===== src/hw/rtl/wld_pkg.sv =====
// ----------------------------------------------------------------------------
// wld_pkg: shared types and constants of the weak link detector
// Command, kind and report codes, register indexes and the descriptor that
// travels from the front end to the back end.
// ----------------------------------------------------------------------------
package wld_pkg;

	localparam int QUEUE_DEPTH = 2;
	localparam int MAX_RES = 6;

	localparam logic [2:0] CMD_CONNECT = 3'd0;
	localparam logic [2:0] CMD_GAP     = 3'd1;
	localparam logic [2:0] CMD_TASK    = 3'd2;
	localparam logic [2:0] CMD_FG      = 3'd3;
	localparam logic [2:0] CMD_WEAKQ   = 3'd4;
	localparam logic [2:0] CMD_CONNQ   = 3'd5;

	localparam logic [1:0] KIND_REPORT = 2'd0;
	localparam logic [1:0] KIND_WEAK   = 2'd1;
	localparam logic [1:0] KIND_CONN   = 2'd2;

	localparam logic [1:0] ERR_OK    = 2'd0;
	localparam logic [1:0] ERR_CODEC = 2'd1;
	localparam logic [1:0] ERR_OTHER = 2'd2;

	localparam logic [4:0] RC_ENTER       = 5'd0;
	localparam logic [4:0] RC_EXIT        = 5'd1;
	localparam logic [4:0] RC_WEAK_TIME   = 5'd2;
	localparam logic [4:0] RC_TASK_COUNT  = 5'd3;
	localparam logic [4:0] RC_TASK_COST   = 5'd4;
	localparam logic [4:0] RC_TASK_OK     = 5'd5;
	localparam logic [4:0] RC_SCENE_RTT   = 5'd6;
	localparam logic [4:0] RC_SCENE_INDEX = 5'd7;
	localparam logic [4:0] RC_SCENE_FIRST = 5'd8;
	localparam logic [4:0] RC_SCENE_GAP   = 5'd9;
	localparam logic [4:0] RC_SCENE_TASK  = 5'd10;
	localparam logic [4:0] RC_EXIT_TASK   = 5'd11;
	localparam logic [4:0] RC_EXIT_TMO    = 5'd12;
	localparam logic [4:0] RC_EXIT_CONN   = 5'd13;
	localparam logic [4:0] RC_EXIT_BG     = 5'd14;
	localparam logic [4:0] RC_NO_NET      = 5'd15;
	localparam logic [4:0] RC_SCENE_SLOW  = 5'd16;
	localparam logic [4:0] RC_STEP_BASE   = 5'd16;
	localparam logic [4:0] RC_COUNT_BASE  = 5'd24;

	localparam logic [2:0] CFG_MARK_TMO  = 3'd0;
	localparam logic [2:0] CFG_RTT_LIM   = 3'd1;
	localparam logic [2:0] CFG_GAP_LIM   = 3'd2;
	localparam logic [2:0] CFG_GOOD_TASK = 3'd3;
	localparam logic [2:0] CFG_SURE_WEAK = 3'd4;
	localparam logic [2:0] CFG_SLOW_TASK = 3'd5;
	localparam logic [2:0] CFG_LEAST     = 3'd6;

	localparam logic [19:0] RST_MARK_TMO  = 20'd60000;
	localparam logic [19:0] RST_RTT_LIM   = 20'd2000;
	localparam logic [19:0] RST_GAP_LIM   = 20'd2000;
	localparam logic [19:0] RST_GOOD_TASK = 20'd600;
	localparam logic [19:0] RST_SURE_WEAK = 20'd5000;
	localparam logic [19:0] RST_SLOW_TASK = 20'd5000;
	localparam logic [19:0] RST_LEAST     = 20'd8000;

	localparam logic [30:0] VAL31 = 31'h7FFF_FFFF;

	// One event's worth of results: n entries, the last one of kind 'kind'.
	typedef struct packed {
		logic [1:0]           kind;
		logic [2:0]           n;
		logic [5:0][4:0]      codes;
		logic [30:0]          span;
		logic [30:0]          tms;
		logic                 weak_now;
		logic                 last_failed;
		logic [31:0]          since;
	} desc_t;

	typedef struct packed {
		logic [2:0]  command;
		logic [31:0] now_ms;
		logic        success;
		logic [19:0] rtt_ms;
		logic [7:0]  addr_index;
		logic        first_pkg;
		logic [19:0] pkg_gap_ms;
		logic [1:0]  err_class;
		logic [30:0] task_ms;
		logic [3:0]  fail_step;
		logic        foreground;
	} event_t;

endpackage


===== src/hw/rtl/wld_front.sv =====
// ----------------------------------------------------------------------------
// wld_front: event classification and link state
// Holds the registers and state, and turns one event into a descriptor.
// ----------------------------------------------------------------------------
module wld_front import wld_pkg::*; (
	input  logic        clk,
	input  logic        arst_n,
	input  logic        ev_valid,
	input  event_t      ev,
	input  logic        cfg_we,
	input  logic [2:0]  cfg_idx,
	input  logic [19:0] cfg_wdata,
	output logic        push,
	output desc_t       desc
);

	logic [19:0] mark_tmo_q, rtt_lim_q, gap_lim_q, good_task_q;
	logic [19:0] sure_weak_q, slow_task_q, least_q;

	logic        weak_q, fg_q, cv_q, cf_q;
	logic [7:0]  csm_q;
	logic [2:0]  fc_q;
	logic [31:0] fmt_q, lmt_q, ct_q;

	logic        weak_n, fg_n, cv_n, cf_n, was_weak, mark;
	logic [7:0]  csm_n;
	logic [2:0]  fc_n, nn;
	logic [31:0] fmt_n, lmt_n, ct_n, el_last, el_first, span32;
	logic [1:0]  err;
	logic [3:0]  step;
	desc_t       d;

	assign el_last  = ev.now_ms - lmt_q;
	assign el_first = ev.now_ms - fmt_q;
	assign span32   = el_first;
	assign err      = (ev.err_class == 2'd3) ? ERR_OTHER : ev.err_class;
	assign step     = (ev.fail_step == 4'd0) ? 4'd1 :
	                  (ev.fail_step > 4'd8) ? 4'd8 : ev.fail_step;

	always_comb begin
		weak_n = weak_q; fg_n = fg_q; cv_n = cv_q; cf_n = cf_q;
		csm_n = csm_q; fc_n = fc_q; fmt_n = fmt_q; lmt_n = lmt_q; ct_n = ct_q;
		was_weak = weak_q;
		mark = 1'b0;
		nn = 3'd0;
		d = '0;
		d.kind = KIND_REPORT;
		d.span = (span32 > {1'b0, VAL31}) ? VAL31 : span32[30:0];
		d.tms = ev.task_ms;
		case (ev.command)
			CMD_CONNECT: begin
				cv_n = 1'b1;
				cf_n = !ev.success;
				ct_n = ev.now_ms;
				if (fg_q) begin
					if (weak_q && csm_q != 8'd255) csm_n = csm_q + 8'd1;
					if (!ev.success) begin
						if (weak_q && el_last >= {12'd0, least_q}) begin
							weak_n = 1'b0;
							d.codes[nn] = RC_EXIT; nn = nn + 3'd1;
							d.codes[nn] = RC_WEAK_TIME; nn = nn + 3'd1;
							d.codes[nn] = RC_EXIT_CONN; nn = nn + 3'd1;
							if (csm_n <= 8'd1 && el_first < {12'd0, sure_weak_q}) begin
								d.codes[nn] = RC_NO_NET; nn = nn + 3'd1;
							end
						end
					end else begin
						if (ev.addr_index != 8'd0) begin
							mark = 1'b1;
							if (!weak_q) begin
								d.codes[nn] = RC_SCENE_INDEX; nn = nn + 3'd1;
							end
						end else if (ev.rtt_ms > rtt_lim_q) begin
							mark = 1'b1;
							if (!weak_q) begin
								d.codes[nn] = RC_SCENE_RTT; nn = nn + 3'd1;
							end
						end
						if (mark) begin
							if (!weak_q) begin
								weak_n = 1'b1; csm_n = 8'd0; fc_n = 3'd0;
								fmt_n = ev.now_ms; lmt_n = ev.now_ms;
								d.codes[nn] = RC_ENTER; nn = nn + 3'd1;
							end else begin
								lmt_n = ev.now_ms;
							end
						end
					end
				end
			end
			CMD_GAP: begin
				if (fg_q && ev.pkg_gap_ms > gap_lim_q) begin
					if (!weak_q) begin
						weak_n = 1'b1; csm_n = 8'd0; fc_n = 3'd0;
						fmt_n = ev.now_ms; lmt_n = ev.now_ms;
						d.codes[nn] = RC_ENTER; nn = nn + 3'd1;
						d.codes[nn] = ev.first_pkg ? RC_SCENE_FIRST : RC_SCENE_GAP;
						nn = nn + 3'd1;
					end else begin
						lmt_n = ev.now_ms;
					end
				end
			end
			CMD_TASK: begin
				if (fg_q) begin
					if (ev.addr_index != 8'd0 && err == ERR_OTHER) begin
						mark = 1'b1;
						if (!weak_q) begin
							d.codes[nn] = RC_SCENE_TASK; nn = nn + 3'd1;
						end
					end else if (err == ERR_OK && {1'b0, ev.task_ms} >= {12'd0, slow_task_q}) begin
						mark = 1'b1;
						if (!weak_q) begin
							d.codes[nn] = RC_SCENE_SLOW; nn = nn + 3'd1;
						end
					end
					if (mark) begin
						if (!weak_q) begin
							weak_n = 1'b1; csm_n = 8'd0; fc_n = 3'd0;
							fmt_n = ev.now_ms; lmt_n = ev.now_ms;
							d.codes[nn] = RC_ENTER; nn = nn + 3'd1;
						end else begin
							lmt_n = ev.now_ms;
						end
					end else if (err == ERR_OK && {1'b0, ev.task_ms} < {12'd0, good_task_q}) begin
						if (weak_q && el_last >= {12'd0, least_q}) begin
							weak_n = 1'b0;
							d.codes[nn] = RC_EXIT; nn = nn + 3'd1;
							d.codes[nn] = RC_WEAK_TIME; nn = nn + 3'd1;
							d.codes[nn] = RC_EXIT_TASK; nn = nn + 3'd1;
						end
					end
					if (weak_n || was_weak) begin
						d.codes[nn] = RC_TASK_COUNT; nn = nn + 3'd1;
						if (err == ERR_OK) begin
							d.codes[nn] = RC_TASK_OK; nn = nn + 3'd1;
							d.codes[nn] = RC_TASK_COST; nn = nn + 3'd1;
						end else begin
							if (fc_n < 3'd4) fc_n = fc_n + 3'd1;
							d.codes[nn] = RC_STEP_BASE + {1'b0, step}; nn = nn + 3'd1;
							d.codes[nn] = RC_COUNT_BASE + {2'b00, fc_n}; nn = nn + 3'd1;
						end
					end
				end
			end
			CMD_FG: begin
				fg_n = ev.foreground;
				if (!ev.foreground && weak_q) begin
					weak_n = 1'b0;
					d.codes[nn] = RC_EXIT; nn = nn + 3'd1;
					d.codes[nn] = RC_WEAK_TIME; nn = nn + 3'd1;
					d.codes[nn] = RC_EXIT_BG; nn = nn + 3'd1;
				end
			end
			CMD_WEAKQ: begin
				if (weak_q) begin
					if (el_last < {12'd0, mark_tmo_q}) begin
						d.weak_now = 1'b1;
					end else begin
						weak_n = 1'b0;
						d.codes[nn] = RC_EXIT; nn = nn + 3'd1;
						d.codes[nn] = RC_WEAK_TIME; nn = nn + 3'd1;
						d.codes[nn] = RC_EXIT_TMO; nn = nn + 3'd1;
					end
				end
				d.kind = KIND_WEAK;
				nn = nn + 3'd1;
			end
			CMD_CONNQ: begin
				d.kind = KIND_CONN;
				if (cv_q) begin
					d.last_failed = cf_q;
					d.since = ev.now_ms - ct_q;
				end
				nn = nn + 3'd1;
			end
			default: begin
			end
		endcase
		d.n = nn;
	end

	assign push = ev_valid && (nn != 3'd0);
	assign desc = d;

	always_ff @(posedge clk or negedge arst_n) begin
		if (!arst_n) begin
			weak_q <= 1'b0; fg_q <= 1'b1; cv_q <= 1'b0; cf_q <= 1'b0;
			csm_q <= 8'd0; fc_q <= 3'd0; fmt_q <= '0; lmt_q <= '0; ct_q <= '0;
		end else if (ev_valid) begin
			weak_q <= weak_n; fg_q <= fg_n; cv_q <= cv_n; cf_q <= cf_n;
			csm_q <= csm_n; fc_q <= fc_n; fmt_q <= fmt_n; lmt_q <= lmt_n; ct_q <= ct_n;
		end
	end

	always_ff @(posedge clk or negedge arst_n) begin
		if (!arst_n) begin
			mark_tmo_q <= RST_MARK_TMO; rtt_lim_q <= RST_RTT_LIM;
			gap_lim_q <= RST_GAP_LIM; good_task_q <= RST_GOOD_TASK;
			sure_weak_q <= RST_SURE_WEAK; slow_task_q <= RST_SLOW_TASK;
			least_q <= RST_LEAST;
		end else if (cfg_we) begin
			case (cfg_idx)
				CFG_MARK_TMO:  mark_tmo_q  <= cfg_wdata;
				CFG_RTT_LIM:   rtt_lim_q   <= cfg_wdata;
				CFG_GAP_LIM:   gap_lim_q   <= cfg_wdata;
				CFG_GOOD_TASK: good_task_q <= cfg_wdata;
				CFG_SURE_WEAK: sure_weak_q <= cfg_wdata;
				CFG_SLOW_TASK: slow_task_q <= cfg_wdata;
				CFG_LEAST:     least_q     <= cfg_wdata;
				default: begin
				end
			endcase
		end
	end

endmodule


===== src/hw/rtl/wld_queue.sv =====
// ----------------------------------------------------------------------------
// wld_queue: descriptor queue
// A small register FIFO between the front end and the back end.
// ----------------------------------------------------------------------------
module wld_queue import wld_pkg::*; #(
	parameter int DEPTH = QUEUE_DEPTH
) (
	input  logic  clk,
	input  logic  arst_n,
	input  logic  push,
	input  desc_t push_data,
	input  logic  pop,
	output logic  full,
	output logic  empty,
	output desc_t head
);

	localparam int PW = (DEPTH > 1) ? $clog2(DEPTH) : 1;
	localparam int CW = $clog2(DEPTH + 1);
	localparam logic [PW-1:0] LAST = PW'(DEPTH - 1);

	desc_t           mem_q [DEPTH];
	logic [PW-1:0]   wr_q, rd_q;
	logic [CW-1:0]   count_q;

	assign full  = (count_q == CW'(DEPTH));
	assign empty = (count_q == '0);
	assign head  = mem_q[rd_q];

	always_ff @(posedge clk) begin
		if (push) mem_q[wr_q] <= push_data;
	end

	always_ff @(posedge clk or negedge arst_n) begin
		if (!arst_n) begin
			wr_q <= '0; rd_q <= '0; count_q <= '0;
		end else begin
			if (push) wr_q <= (wr_q == LAST) ? '0 : wr_q + PW'(1);
			if (pop) rd_q <= (rd_q == LAST) ? '0 : rd_q + PW'(1);
			if (push && !pop) count_q <= count_q + CW'(1);
			else if (pop && !push) count_q <= count_q - CW'(1);
		end
	end

endmodule


===== src/hw/rtl/wld_back.sv =====
// ----------------------------------------------------------------------------
// wld_back: result sequencer
// Walks a descriptor into the output reg one result per cycle unless stalled.
// ----------------------------------------------------------------------------
module wld_back import wld_pkg::*; (
	input  logic        clk,
	input  logic        arst_n,
	input  logic        empty,
	input  desc_t       head,
	output logic        pop,
	output logic        m_tvalid,
	input  logic        m_tready,
	output logic [71:0] m_tdata,
	output logic [1:0]  m_tuser,
	output logic        m_tlast
);

	logic [2:0]  pos_q;
	logic        valid_q, last_q, load, is_last;
	logic [1:0]  kind_q, kind;
	logic [4:0]  code_q, code;
	logic [30:0] value_q, value;
	logic        weak_q, failed_q;
	logic [31:0] since_q;

	assign load    = !empty && (!valid_q || m_tready);
	assign is_last = (pos_q == head.n - 3'd1);
	assign pop     = load && is_last;
	assign code    = head.codes[pos_q];
	assign kind    = is_last ? head.kind : KIND_REPORT;

	always_comb begin
		value = 31'd1;
		if (kind != KIND_REPORT) value = '0;
		else if (code == RC_WEAK_TIME) value = head.span;
		else if (code == RC_TASK_COST) value = head.tms;
	end

	always_ff @(posedge clk or negedge arst_n) begin
		if (!arst_n) begin
			valid_q <= 1'b0; pos_q <= 3'd0;
		end else begin
			if (load) valid_q <= 1'b1;
			else if (m_tready) valid_q <= 1'b0;
			if (load) pos_q <= is_last ? 3'd0 : pos_q + 3'd1;
		end
	end

	always_ff @(posedge clk) begin
		if (load) begin
			kind_q   <= kind;
			code_q   <= (kind == KIND_REPORT) ? code : 5'd0;
			value_q  <= value;
			weak_q   <= is_last && head.weak_now;
			failed_q <= is_last && head.last_failed;
			since_q  <= is_last ? head.since : 32'd0;
			last_q   <= is_last;
		end
	end

	assign m_tvalid = valid_q;
	assign m_tuser  = kind_q;
	assign m_tlast  = last_q;
	assign m_tdata  = {2'b00, since_q, failed_q, weak_q, value_q, code_q};

	a_pos_range: assert property (@(posedge clk) disable iff (!arst_n)
		!empty |-> (pos_q < head.n))
		else $error("result position beyond descriptor length");
	a_answer_last: assert property (@(posedge clk) disable iff (!arst_n)
		(m_tvalid && !m_tlast) |-> (m_tuser == KIND_REPORT))
		else $error("query answer not last of its run");
	a_pop_rewind: assert property (@(posedge clk) disable iff (!arst_n)
		pop |=> (pos_q == 3'd0))
		else $error("position not rewound after descriptor");

endmodule


===== src/hw/rtl/weak_link_detector.sv =====
// ----------------------------------------------------------------------------
// weak_link_detector: weak or normal link classifier
// Classifies a link from time-stamped events and emits ordered reports.
// ----------------------------------------------------------------------------
//
// Channel   Direction  Handshake            Payload
// s_*       in         s_tvalid / s_tready  s_tuser command, s_tdata event fields
// m_*       out        m_tvalid / m_tready  m_tuser kind, m_tdata result, m_tlast
// cfg_*     in         cfg_valid / cfg_ready cfg_index, cfg_data (20 bits)
//
// The front end takes one event per cycle whenever the descriptor queue has
// room, updating the link state in that same cycle. The back end sends one
// result per cycle while m_tready is high; an event has one to six results,
// or none, and one with no result puts nothing in the queue. The result
// sequencer sets the sustained rate. Reset is asynchronous and restores the
// register defaults. A stalled output side fills the queue and only then
// holds off s_tready.
module weak_link_detector import wld_pkg::*; #(
	parameter int DEPTH = QUEUE_DEPTH
) (
	input  logic         clk,
	input  logic         arst_n,
	input  logic         s_tvalid,
	output logic         s_tready,
	// now_ms, success, rtt_ms, addr_index, first_pkg, pkg_gap_ms,
	// err_class, task_ms, fail_step, foreground
	input  logic [119:0] s_tdata,
	// command
	input  logic [2:0]   s_tuser,
	output logic         m_tvalid,
	input  logic         m_tready,
	// report_code, report_value, weak_now, last_failed, since_ms
	output logic [71:0]  m_tdata,
	// kind
	output logic [1:0]   m_tuser,
	output logic         m_tlast,
	input  logic         cfg_valid,
	output logic         cfg_ready,
	input  logic [2:0]   cfg_index,
	input  logic [19:0]  cfg_data
);

	event_t ev;
	desc_t  fdesc, head;
	logic   push, pop, full, empty, accept;

	// Unpack the event; the command selector arrives on tuser.
	assign ev.command    = s_tuser;
	assign ev.now_ms     = s_tdata[31:0];
	assign ev.success    = s_tdata[32];
	assign ev.rtt_ms     = s_tdata[52:33];
	assign ev.addr_index = s_tdata[60:53];
	assign ev.first_pkg  = s_tdata[61];
	assign ev.pkg_gap_ms = s_tdata[81:62];
	assign ev.err_class  = s_tdata[83:82];
	assign ev.task_ms    = s_tdata[114:84];
	assign ev.fail_step  = s_tdata[118:115];
	assign ev.foreground = s_tdata[119];

	// Configuration writes are always taken.
	assign cfg_ready = 1'b1;
	assign s_tready  = !full;
	assign accept    = s_tvalid && s_tready;

	wld_front u_front (
		.clk(clk), .arst_n(arst_n), .ev_valid(accept), .ev(ev),
		.cfg_we(cfg_valid), .cfg_idx(cfg_index), .cfg_wdata(cfg_data),
		.push(push), .desc(fdesc)
	);

	wld_queue #(.DEPTH(DEPTH)) u_queue (
		.clk(clk), .arst_n(arst_n), .push(push), .push_data(fdesc),
		.pop(pop), .full(full), .empty(empty), .head(head)
	);

	wld_back u_back (
		.clk(clk), .arst_n(arst_n), .empty(empty), .head(head), .pop(pop),
		.m_tvalid(m_tvalid), .m_tready(m_tready), .m_tdata(m_tdata),
		.m_tuser(m_tuser), .m_tlast(m_tlast)
	);

endmodule


===== config.mk =====
export PLATFORM = sky130hd
export DESIGN_NAME = weak_link_detector
export DESIGN_NICKNAME = d
export VERILOG_FILES = /design/src/hw/rtl/wld_pkg.sv /design/src/hw/rtl/wld_front.sv /design/src/hw/rtl/wld_queue.sv /design/src/hw/rtl/wld_back.sv /design/src/hw/rtl/weak_link_detector.sv
export SDC_FILE = /design/constraint.sdc
export NUM_CORES = 1
export LEC_CHECK = 0
export BUFFER_PORTS_ARGS = -buffer_cell sky130_fd_sc_hd__buf_4
export CAP_MARGIN = 40
export CORE_AREA = 3 3 294 238
export DETAILED_ROUTE_END_ITERATION = 10
export DIE_AREA = 0 0 297 241
export PLACE_DENSITY_LB_ADDON = 0.08
export REMOVE_ABC_BUFFERS = 1
export SLEW_MARGIN = 25
export SYNTH_ARGS = -nofsm -noshare
export SYNTH_HDL_FRONTEND = slang
export SYNTH_SLANG_ARGS = --single-unit
export TNS_END_PERCENT = 1

===== constraint.sdc =====
create_clock -name clk -period 17.27 [get_ports clk]
set_clock_uncertainty 0.2 [all_clocks]
set_input_delay 2.5905 -clock clk [delete_from_list [all_inputs] [get_ports clk]]
set_output_delay 2.5905 -clock clk [all_outputs]
set_load 0.01 [all_outputs]

# == After elaboration in Yosys (flattened, before gate mapping) ==
# Memories as Yosys holds them, arrays and structs flattened.
# Index checks and enable logic that the tools add are counted.
# word_totals
reg_bits,332
ramBits,262
inputBits,151
wordCells,356
n_memories,1
# op_classes
addsub,21
order_cmp,26
eq_ne,26
n_mux,174
bitwise_logic,22
n_reduce_logical,58
# mem_list
name,depth,width,rd,rd_ports_with_merged_regs,wr,line,text
u_queue.mem_q,2,131,1,0,1,wld_queue.sv:22,desc_t mem_q [DEPTH];
# ops
operator,n
32-bit 2-to-1 mux,13
30-bit 2-to-1 mux,12
32-bit one-hot mux with 3 select lines,2
3-bit 2-to-1 mux,44
5-bit demux with 3-bit select,7
32-bit subtractor,3
31-bit 2-to-1 mux,3
5-bit 2-to-1 mux,18
8-bit 2-to-1 mux,11
24-bit inverter,3
33-bit 2-to-1 mux,2
32-bit by 20-bit less-than comparator with 1-bit output,2
5-bit by 30-bit bitwise AND with 30-bit output,2
30-bit bitwise mux,2
30-bit inverter,2
10-bit one-hot mux with 5 select lines,1
24-bit bitwise AND,2
14-bit 2-to-1 mux,3
20-bit > comparator,2
20-bit 2-to-1 mux,2
18-bit bitwise AND,2
18-bit inverter,2
32-bit by 20-bit >= comparator with 1-bit output,1
"32-bit by 31-bit > comparator with 1-bit output, second input constant",1
other kinds (59),185

# == Logic depth before layout (Yosys ltp) ==
# Gate-level depths: netlist of run 1.
# logic_depth
ltp_word,28
depth_mapped,40
mapped_depth_nobuf,37

# == By module ==
# From an unflattened synthesis of run 1, not the netlist that was laid out.
# unflattened
cells_unflattened,3088
area_unflattened_um2,34234.1
# by_module_without_submodules
mod,n_inst,cells_each,area_each_um2,seq_area_each_um2
wld_front,1,2395,20475.9,6331.1
wld_queue,1,424,9970.8,7967.6
wld_back,1,265,3766.1,2292.2
weak_link_detector,1,4,21.3,0.0

# == Least setup slack after synthesis of run 1 ==
# No wires, ideal clock.
# synth_timing
kind,input port to flip-flop
from,in s_tdata[4]
to,mem u_queue.mem_q[0][0] (netlist bit) (enable)
setup_time_ps,815
t_arrival_ps,17989
slack_ps,-1734
cell_stages,33
path_buffers,3
path_cell_list,ha_1 -> a21o_1 -> or3_1 -> o21ai_1 -> nand2_1 -> a21o_1 -> a21o_1 -> a21o_1 -> a21oi_1 -> xnor2_1 -> ha_1 -> nand2_1 -> a2bb2oi_1 -> a21oi_1 -> a211o_1 -> a22oi_1 -> nand4_1 -> and2_1 -> ha_1 -> and3_1 -> or2_1 -> buf_6 -> buf_2 -> ha_1 -> clkbuf_1 -> xnor2_1 -> xnor2_1 -> o21ai_0 -> a21oi_1 -> xnor2_1 -> nor2_1 -> nor4_1 -> a211oi_1
# synth_via
elab_chain_cells,18
elab_cells_between_ends,36
classes_between,add/sub (6); order compare (3); mux (22); reduce/logical (5)
# synth_lines
item,line,text
"start, declared",weak_link_detector.sv:27,"input logic [119:0] s_tdata,"
32-bit subtractor,wld_front.sv:33,assign el_last = ev.now_ms - lmt_q;
32-bit by 20-bit >= comparator with 1-bit output,"wld_front.sv:58, wld_front.sv:126",
1-bit logical AND,"wld_front.sv:58, wld_front.sv:126",
3-bit 2-to-1 mux,wld_front.sv:126,"if (weak_q && el_last >= {12'd0, least_q}) begin"
3-bit 2-to-1 mux,wld_front.sv:125,"end else if (err == ERR_OK && {1'b0, ev.task_ms} < {12'd0, good_task_q}) begin"
3-bit 2-to-1 mux,wld_front.sv:117,if (mark) begin
3-bit 2-to-1 mux,wld_front.sv:105,if (fg_q) begin
3-bit 2-to-1 mux,wld_front.sv:50,case (ev.command)
[... 2 more ...],n/a,
3-bit by 1-bit adder with 3-bit output,"wld_front.sv:137, wld_front.sv:141",
3-bit 2-to-1 mux,wld_front.sv:133,if (weak_n || was_weak) begin
3-bit 2-to-1 mux,wld_front.sv:105,
3-bit one-hot mux with 6 select lines *,wld_front.sv:50,
3-bit nonzero test *,wld_front.sv:183,assign push = ev_valid && (nn != 3'd0);
1-bit logical AND *,wld_front.sv:183,
1-bit 2-to-1 mux *,wld_queue.sv:31,if (push) mem_q[wr_q] <= push_data;
1-bit 2-to-1 mux (implied by the code) *,wld_queue.sv:31,
"end, declared",wld_queue.sv:22,
# Every way passes the cells marked *; elsewhere a longest branch is shown, timed or not. The select of a mux whose other input is x is not followed.

# == Worst setup path in the final report of run 1 ==
# layout_timing
from,in s_tdata[0]
to,mem u_queue.mem_q[0][67] (netlist bit) (enable)
# Same word-level chain as after synthesis.

==> out/metrics.cfg, run 1 <==
[status]
status=complete, no violations

[pwr]
p_total_mw=6.67
pwr-share-seq=0.326
power.leakage_nw=16.0
p_int_mw=4.03
switching_share=0.395
power_density_nw_per_um2=174
p_clk_frac=0.200
ir_worst_vdd_mv=0.112
p_switching_mw=2.64
power_frac_comb=0.474

[global_routing]
grt_max_degree=122
first_global_vias=24200
antenna_found_initial=4
grtUsageTotal=0.260
grt_pass1_wl_um=144000
grt_remaining_overflow=0

[clock_network]
cts-root-buf=clkbuf_16
cts_hold_buf=0
cts_buffers=60
cts_sinks=594
cts_resized=0
h-tree-depth=2
clkTransAtPathRegs_ns=0.07
post_cts_buffers=0
clock_path_buffers=3
cts_tree=done
clk_latency_ns=0.64

[synth]
ys_warn_count=0
avgSynthCellArea_um2=10.8
ys_seq_area_frac=0.496
yosysTopAreaCellShare=0.301
yosys.area.top_type=edfxtp_1
synth.area.top_cells=edfxtp_1, dfrtp_1, ha_1
synth-async-reset-ratio=0.436
synthesis.area_um2=33400
syn_inst=3088
ys.flop_type=edfxtp_1
synth_edf_count=335
ys_types=100
synth_seq_cells=594

[timing]
period_needed_ns=12.18
drv_slew=0
fin_crit_sh=0.705
finalSetupViolCount=0
worst_pin_slew_ns=0.801
whs_ns=0.295
hold_viol_final=0
fin_ws_ns=5.09
fmax_mhz=82.1
setup_tns_ns=0
rsz0062_at_grt=no
maxSlewHeadroom=0.451

[worst_setup_path]
critPathLaunchType=input pin
slowest_stage=ha_1
cpMostUsedCell=ha_1
cp-end-kind=flop
critPathMaxStageDelay_ns=0.85
critical_path_arrival_ns=12.25
crit_fanout=51
crit_required_ns=17.34
ff2ff_path_depth=29
crit_type=input pin to flop

[placed_design]
place_inst=4141
port_buffers=225
place_worst_setup_slack_ns=4.44
hpwl_um=70300
routabilityCongestion=0.910
placed_cell_area_um2=36100

[cells_and_area]
fin_area_um2=38200
nFillCells=5761
drive_gt1_frac=0.196
final_cells=4261
final_util=0.569
syn_to_final_growth_pct=14.4
multiInputGateArea_um2=15400
regArea_um2=16600
nNetsFinal=3689

[detailed_routing]
drc=0
num_vias=24600
routed_via_density=5.76
drtPass1Iterations=5
totalWireLength_um=94000
first_iter_violations=1812
wl_per_cell_um=22.1
ant_nets=0

[job]
maxCapViolCount=0

[min_path]
hold_class=flop to flop
hold_depth=2

[floorplanning]
rows=85
core_area_um2=67200
start_util=0.497
die_h_um=241
boundaryPins=229
die_area_um2=71600
die_x_um=297

## registers in the layout, indices dropped and copies added, names as in the netlist, 31 cells and up
signal / count
u_queue.mem_q: 262
u_back.since_q: 32
u_front.ct_q: 32
u_front.fmt_q: 32
u_front.lmt_q: 32
u_back.value_q: 31
## cells by family (layout without fill, tap and decap cells)
group	count (synthesis)	in the layout	share of synthesized area
mux	259	259	0.0907
flops	594	594	0.496
simple gates	792	792	0.113
xor+xnor	89	89	0.0235
fa+ha+maj	245	245	0.0924
compound gates	709	709	0.137
other cells	2	6	0.000225
buf+inv	398	654	0.0469
## metal layers
layer  up-vias  part of all wire  global-route usage
li1      11600                 -                   -
met1     12100              0.47               0.380
met2       686              0.45               0.414
met3       118             0.057              0.0357
met4         0             0.023              0.0644
met5         -                 0                   0
## power by group through the flow
stage	clock network, mW	logic (mW)	registers (mW)
floorplan	0	2.07	2.27
global placement	0	3.07	2.20
detailed placement	0	3.13	2.20
CTS	1.37	3.16	2.18
global route	1.43	3.51	2.22
finish	1.34	3.16	2.18
## synthesized netlist by cell type, types with 12 or more instances
| cell type | number |
|---|---|
| a211oi_1 | 29 |
| a21o_1 | 68 |
| a21oi_1 | 149 |
| a22oi_1 | 34 |
| a31oi_1 | 19 |
| and2_1 | 17 |
| and3_1 | 15 |
| clkbuf_1 | 94 |
| dfrtp_1 | 219 |
| dfstp_2 | 40 |
| edfxtp_1 | 335 |
| ha_1 | 242 |
| inv_1 | 273 |
| mux2_2 | 192 |
| mux2i_1 | 50 |
| mux4_2 | 15 |
| nand2_1 | 247 |
| nand2b_1 | 48 |
| nand3_1 | 41 |
| nand4_1 | 46 |
| nor2_1 | 225 |
| nor2b_1 | 21 |
| nor3_1 | 50 |
| nor4_1 | 15 |
| o211ai_1 | 17 |
| o21a_1 | 24 |
| o21ai_0 | 218 |
| o21bai_1 | 12 |
| o31ai_1 | 15 |
| or3_1 | 14 |
| xnor2_1 | 58 |
| xor2_1 | 30 |
## placed cells by master (no fill, tap or decap), types with 27 or more instances in the layout
master,instances
inv_1,272
edfxtp_1,335
mux2_2,192
dfstp_2,40
a21o_1,68
a21oi_1,148
dfrtp_1,218
nand4_1,46
clkbuf_16,60
a211oi_1,27
o21ai_0,218
nor3_1,48
nor2_1,225
ha_1,242
xnor2_1,57
a22oi_1,34
nand3_1,41
xor2_1,30
mux2i_1,50
nand2_1,247
buf_4,257
nand2b_1,48
## layout make-up
| class | count | share of cell area |
|---|---|---|
| antenna | 3 | 0.000196 |
| clock buffer | 81 | 0.0442 |
| clock inverter | 33 | 0.00959 |
| inverter | 274 | 0.0270 |
| multi-input combinational | 2097 | 0.401 |
| sequential | 594 | 0.434 |
| tap | 913 | 0.0299 |
| timing repair buffer | 266 | 0.0538 |
## worst max-delay path: cells and delay by family
kind | cells | cell delay, ns
xor gates and xnor gates | 1 | 0.21
buffers and inverters | 7 | 2.09
and+or+nand+nor | 10 | 2.61
adders and majority gates | 5 | 2.02
muxes | 1 | 0.39
AOI/OAI and AO/OA | 7 | 2.24
## final timing paths
path	from	end	slack (ns)
hold / removal	u_front.cf_q	u_front.cf_q	0.30
setup reg to reg	u_front.lmt_q[0]	u_queue.mem_q[0][67]	6.94
max in group asynchronous	arst_n	u_front.sure_weak_q[12]	13.69
min in group asynchronous	arst_n	u_front.gap_lim_q[15]	1.65
hold reg to reg	u_front.cf_q	u_front.cf_q	0.30
setup / recovery	s_tdata[0]	u_queue.mem_q[0][67]	5.09
Note: power is estimated with default switching activity, not from simulation.
==> run 2: changes to the inputs <==
- ABC_AREA: default -> 1
- CORE_AREA: 3 3 294 238 -> 3 3 298 242
- DIE_AREA: 0 0 297 241 -> 0 0 301 245
- clock period: 17.27 -> 11.7 ns (I/O delays scaled with it)
==> run 2 against run 1 <==
Die area grew 3.0%. Synthesized cell count grew 32%. Combinational power increased by 51%. Critical endpoint is now u_queue.mem_q[1][24].
==> out/metrics.cfg, run 2 <==
[placed_design]
place_inst=5148  ; +24%
routabilityCongestion=0.981  ; +7.8%
hpwl_um=70600  ; +0.41%
port_buffers=225  ; unchanged
place_worst_setup_slack_ns=2.70  ; -1.74 ns

[pwr]
power.leakage_nw=18.4  ; +15%
power_density_nw_per_um2=253  ; +45%
p_total_mw=9.99  ; +50%
ir_worst_vdd_mv=0.153  ; +37%

[clock_network]
clk_latency_ns=0.64  ; about the same
clock_path_buffers=3  ; unchanged
post_cts_buffers=0  ; unchanged
clkTransAtPathRegs_ns=0.06  ; about the same
cts_buffers=60  ; unchanged
h-tree-depth=2  ; unchanged
cts_sinks=594  ; unchanged
cts-root-buf=clkbuf_16
cts_resized=0  ; unchanged
cts_tree=done
cts_hold_buf=0  ; unchanged

[floorplanning]
die_h_um=245  ; +1.7%
rows=86  ; +1.2%
die_x_um=301  ; +1.3%
core_area_um2=68900  ; +2.5%
boundaryPins=229  ; unchanged
start_util=0.502  ; +0.00424
die_area_um2=73700  ; +3.0%

[timing]
fmax_mhz=121
finalSetupViolCount=0  ; unchanged
maxSlewHeadroom=0.461  ; +0.00986
hold_viol_final=0  ; unchanged
period_needed_ns=8.30
drv_slew=0  ; unchanged
fin_crit_sh=0.709
worst_pin_slew_ns=0.809  ; +0.00812 ns
fin_ws_ns=3.40  ; -1.68 ns
rsz0062_at_grt=no
whs_ns=0.276  ; -0.0198 ns

[global_routing]
grt_max_degree=91  ; -25%
grtUsageTotal=0.256  ; -0.00485
first_global_vias=25900  ; +6.9%
antenna_found_initial=9  ; +5
grt_remaining_overflow=0  ; unchanged
grt_pass1_wl_um=147000  ; +2.2%

[detailed_routing]
drtPass1Iterations=6  ; +1
num_vias=27500  ; +12%
ant_nets=0  ; unchanged
routed_via_density=5.21  ; -9.6%
first_iter_violations=2151  ; +19%
totalWireLength_um=93900  ; about the same
drc=0  ; unchanged
wl_per_cell_um=17.8  ; -19%

[min_path]
hold_class=flop to flop

[worst_setup_path]
cp-end-kind=flop
crit_fanout=35  ; -31%
crit_required_ns=11.77  ; -5.57 ns
crit_type=input pin to flop
cpMostUsedCell=inv_1
path_buf_inv=10  ; +3
critPathLaunchType=input pin
critPathMaxStageDelay_ns=0.55  ; -0.30 ns
slowest_stage=buf_4
critical_path_arrival_ns=8.37  ; -3.88 ns
crit_family=simple AND/OR/NAND/NOR gates

[synth]
synthesis.area_um2=34500  ; +3.3%
yosys.area.top_type=edfxtp_1
synth_seq_cells=594  ; unchanged
ys.flop_type=edfxtp_1
syn_inst=4080  ; +32%
synth_commonest_cells=nand2_1, inv_1, edfxtp_1
ys_seq_area_frac=0.480  ; -0.0160
ys_types=66  ; -34%
post-synth-top-count-cell=nand2_1
avgSynthCellArea_um2=8.47  ; -22%
ys_warn_count=0  ; unchanged
synth-async-reset-ratio=0.436  ; unchanged
synth_edf_count=335  ; unchanged
synth.area.top_cells=edfxtp_1, dfrtp_1, nand2_1
yosysTopAreaCellShare=0.291  ; -0.00970

[job]
maxCapViolCount=0  ; unchanged

[cells_and_area]
nNetsFinal=4687  ; +27%
final_cells=5272  ; +24%
final_common_cell=nand2_1
drive_gt1_frac=0.140  ; -0.0564
largest_register_ffs=262  ; unchanged
layout_common_cells=nand2_1, inv_1, edfxtp_1
top_register=u_queue.mem_q
syn_to_final_growth_pct=14.3

[status]
status=complete, no violations

## run 2: logic make-up after synthesis
family,synth area share
other,0.000217
xor gates and xnor gates,0.0129
muxes,0.000580
DFF,0.480
and+or+nand+nor,0.207
AOI/OAI and AO/OA,0.125
adders and majority gates,0.0894
buffers and inverters,0.0846
## run 2: layer usage
metal  routed length (um)  share of wire  track usage
met5                    0              0            0
met4                 2560          0.027       0.0754
met3                 6240          0.066       0.0421
met2                39400           0.42        0.371
met1                45800           0.49        0.391
## run 2: area by class of cell
cell class                      count  area (um^2)
Inverter                          646         2430
Multi-Input combinational cell   2733        15100
Clock buffer                       81         1700
Tap cell                          924         1160
Timing Repair Buffer              256         2090
Antenna cell                        5         12.5
Clock inverter                     33          413
Fill cell                        6374        29400
Sequential cell                   594        16600
## run 2: metrics by stage
stage	util	TNS [ns]	area, um^2
after floorplan	-	-62.55	34000
after global placement	0.538	0	37100
after detailed placement	0.540	0	37200
after CTS	0.571	0	39300
after global routing	0.573	0	39500
final	0.573	0	39500
## run 2: final timing paths
kind	start	endpoint	slack, ns	cells past startpoint
min in group asynchronous	arst_n	u_front.rtt_lim_q[16]	0.90	1
worst max register to register	u_front.lmt_q[0]	u_queue.mem_q[1][24]	4.60	37
worst min register to register	u_front.cv_q	u_front.cv_q	0.28	1
worst min-delay path	u_front.cv_q	u_front.cv_q	0.28	1
worst max-delay path	s_tdata[0]	u_queue.mem_q[1][24]	3.40	39
max in group asynchronous	arst_n	u_queue.rd_q	9.11	2
## run 2: power by group
part,internal [mW],switching [mW],total [mW]
sequential,2.97,0.202,3.17
combinational,1.63,3.15,4.78
clock,1.20,0.838,2.04
==> run 3: changes to the inputs <==
- clock period: 11.7 -> 6.9 ns (I/O delays scaled with it)
==> run 3 against run 2 <==
Sequential power grew 71%. Sequential share of layout area fell by 0.69 points. Final cell count up 1.3%. First-iteration DRC count up 0.23%. Design area rose by 1.7%. Routed wire length about the same. Sequential cell count unchanged. Die area did not move. Utilization up 0.96 points. Clock power grew 75%. Critical path depth increased by 4. Critical path type unchanged.
==> out/metrics.cfg, run 3 (synthesis gave the netlist of run 2 again) <==
[worst_setup_path]
rrSetupSlack_ns=0.90  ; -3.70 ns
crit_type=input pin to flop
r2r-end=u_queue.count_q[1]
cp-end-kind=flop
ff2ff_path_depth=38  ; +2.7%
slowest_stage=fa_1
crit_family=simple AND/OR/NAND/NOR gates
r2r-start=u_front.lmt_q[12]
path_buf_inv=9  ; -1
cpMostUsedCell=inv_1
crit_fanout=4  ; -89%
critPathLaunchType=input pin
critical_path_arrival_ns=6.63  ; -1.74 ns
crit_required_ns=7.18  ; -4.59 ns
critPathMaxStageDelay_ns=0.37  ; -0.18 ns

[placed_design]
place_inst=5213  ; +1.3%
routabilityCongestion=0.968  ; -1.3%
port_buffers=225  ; unchanged
hpwl_um=71800  ; +1.7%

[global_routing]
grt_remaining_overflow=0  ; unchanged
antenna_found_initial=6  ; -3
grt_max_degree=95  ; +4.4%
first_global_vias=26100  ; +0.63%
grt_pass1_wl_um=146000  ; -0.87%
grtUsageTotal=0.255  ; -0.000450

[cells_and_area]
nNetsFinal=4754  ; +1.4%
largest_register_ffs=262  ; unchanged
syn_to_final_growth_pct=16.2
final_cells=5338  ; +1.3%
drive_gt1_frac=0.150  ; +0.0103
top_register=u_queue.mem_q
multiInputGateArea_um2=15100  ; about the same
regArea_um2=16600  ; unchanged
layout_common_cells=nand2_1, inv_1, edfxtp_1
nFillCells=6376  ; +0.031%
final_common_cell=nand2_1

[detailed_routing]
drc=0  ; unchanged
wl_per_cell_um=17.6  ; -1.3%
drtPass1Iterations=5  ; -1
num_vias=27900  ; +1.4%
totalWireLength_um=93800  ; about the same
routed_via_density=5.22  ; +0.16%
first_iter_violations=2156  ; +0.23%
ant_nets=0  ; unchanged

[floorplanning]
die_x_um=301  ; unchanged
start_util=0.502  ; unchanged
boundaryPins=229  ; unchanged
rows=86  ; unchanged
die_area_um2=73700  ; unchanged
die_h_um=245  ; unchanged
core_area_um2=68900  ; unchanged

[clock_network]
cts_resized=0  ; unchanged
cts_sinks=594  ; unchanged
clkTransAtPathRegs_ns=0.06  ; about the same
clk_latency_ns=0.62  ; -0.02 ns
cts-root-buf=clkbuf_16
h-tree-depth=3  ; +1
clock_path_buffers=3  ; unchanged
cts_buffers=66  ; +10%
post_cts_buffers=0  ; unchanged
cts_tree=done
cts_hold_buf=0  ; unchanged

[timing]
period_needed_ns=6.34
whs_ns=0.208  ; -0.0677 ns
finalSetupViolCount=0  ; unchanged
rsz0062_at_grt=no
fmax_mhz=158
fin_crit_sh=0.919
maxSlewHeadroom=0.458  ; -0.00252
hold_viol_final=0  ; unchanged
worst_pin_slew_ns=0.813  ; +0.00378 ns
drv_slew=0  ; unchanged

[pwr]
switching_share=0.412  ; -0.00694
p_switching_mw=7.08  ; +69%
power.leakage_nw=18.8  ; +2.0%
p_total_mw=17.2  ; +72%
pwr-share-seq=0.316  ; -0.002
p_int_mw=10.1  ; +74%
ir_worst_vdd_mv=0.276  ; +80%
power_density_nw_per_um2=428  ; +69%
power_frac_comb=0.475  ; -0.004
p_clk_frac=0.209  ; +0.005

[status]
status=complete, no violations

[job]
maxCapViolCount=0  ; unchanged

[min_path]
hold_class=input pin to async pin

==> run 3: worst register-to-register path: cells and delay by family, from the launching register on <==
family          cells  cell delay, ns
simple gates       16            1.75
buf+inv             6            0.35
compound gates      9            1.30
xor+xnor            2            0.44
flops               1            0.32
fa+ha+maj           5            1.53
==> run 3: power by group through the flow <==
stage / clock, mW / combinational [mW] / sequential (mW)
4_1_cts: 3.66 / 8.14 / 5.43
3_3_place_gp: 0 / 7.93 / 5.50
2_1_floorplan: 0 / 5.24 / 5.62
6_report: 3.58 / 8.15 / 5.43
3_5_place_dp: 0 / 8.10 / 5.49
5_1_grt: 3.81 / 9.24 / 5.54
==> run 3: final cells by class <==
class                   instances  share of cell area
inverters                     646              0.0605
clock inverters                37              0.0109
diodes                          2            0.000125
well taps                     924              0.0288
multi-input cells            2733               0.376
clock buffers                  85              0.0442
flip-flops and latches        594               0.414
repair buffers                317              0.0664
==> run 3: metal layers <==
layer,share of wire,up-vias,track usage,routed length (um)
met3,0.069,121,0.0426,6440
met4,0.025,0,0.0648,2350
li1,-,14000,-,-
met1,0.47,13000,0.380,44300
met5,0,-,0,0
met2,0.43,761,0.387,40700
==> run 3: how the worst max path moves through the flow <==
stage	from	endpoint	slack, ns	cells after the start
floorplan	s_tdata[0]	u_queue.mem_q[1][0]	-4.56	37
global placement	s_tdata[0]	u_queue.count_q[1]	0.07	43
detailed placement	s_tdata[0]	u_queue.count_q[1]	-0.04	43
CTS	s_tdata[0]	u_queue.count_q[1]	0.60	43
global route	s_tdata[0]	u_queue.count_q[1]	0.1	43
finish	s_tdata[0]	u_queue.count_q[1]	0.56	43
==> run 3: per-stage QoR <==
| stage | worst slack [ns] | setup TNS [ns] | util | instance area, um^2 |
|---|---|---|---|---|
| 2_1_floorplan | -4.56 | -797.47 | - | 34000 |
| 3_3_place_gp | 0.0671 | 0 | 0.548 | 37700 |
| 3_5_place_dp | -0.0433 | -0.449 | 0.550 | 37900 |
| 4_1_cts | 0.598 | 0 | 0.582 | 40100 |
| 5_1_grt | 0.0952 | 0 | 0.583 | 40100 |
| 6_report | 0.557 | 0 | 0.583 | 40100 |
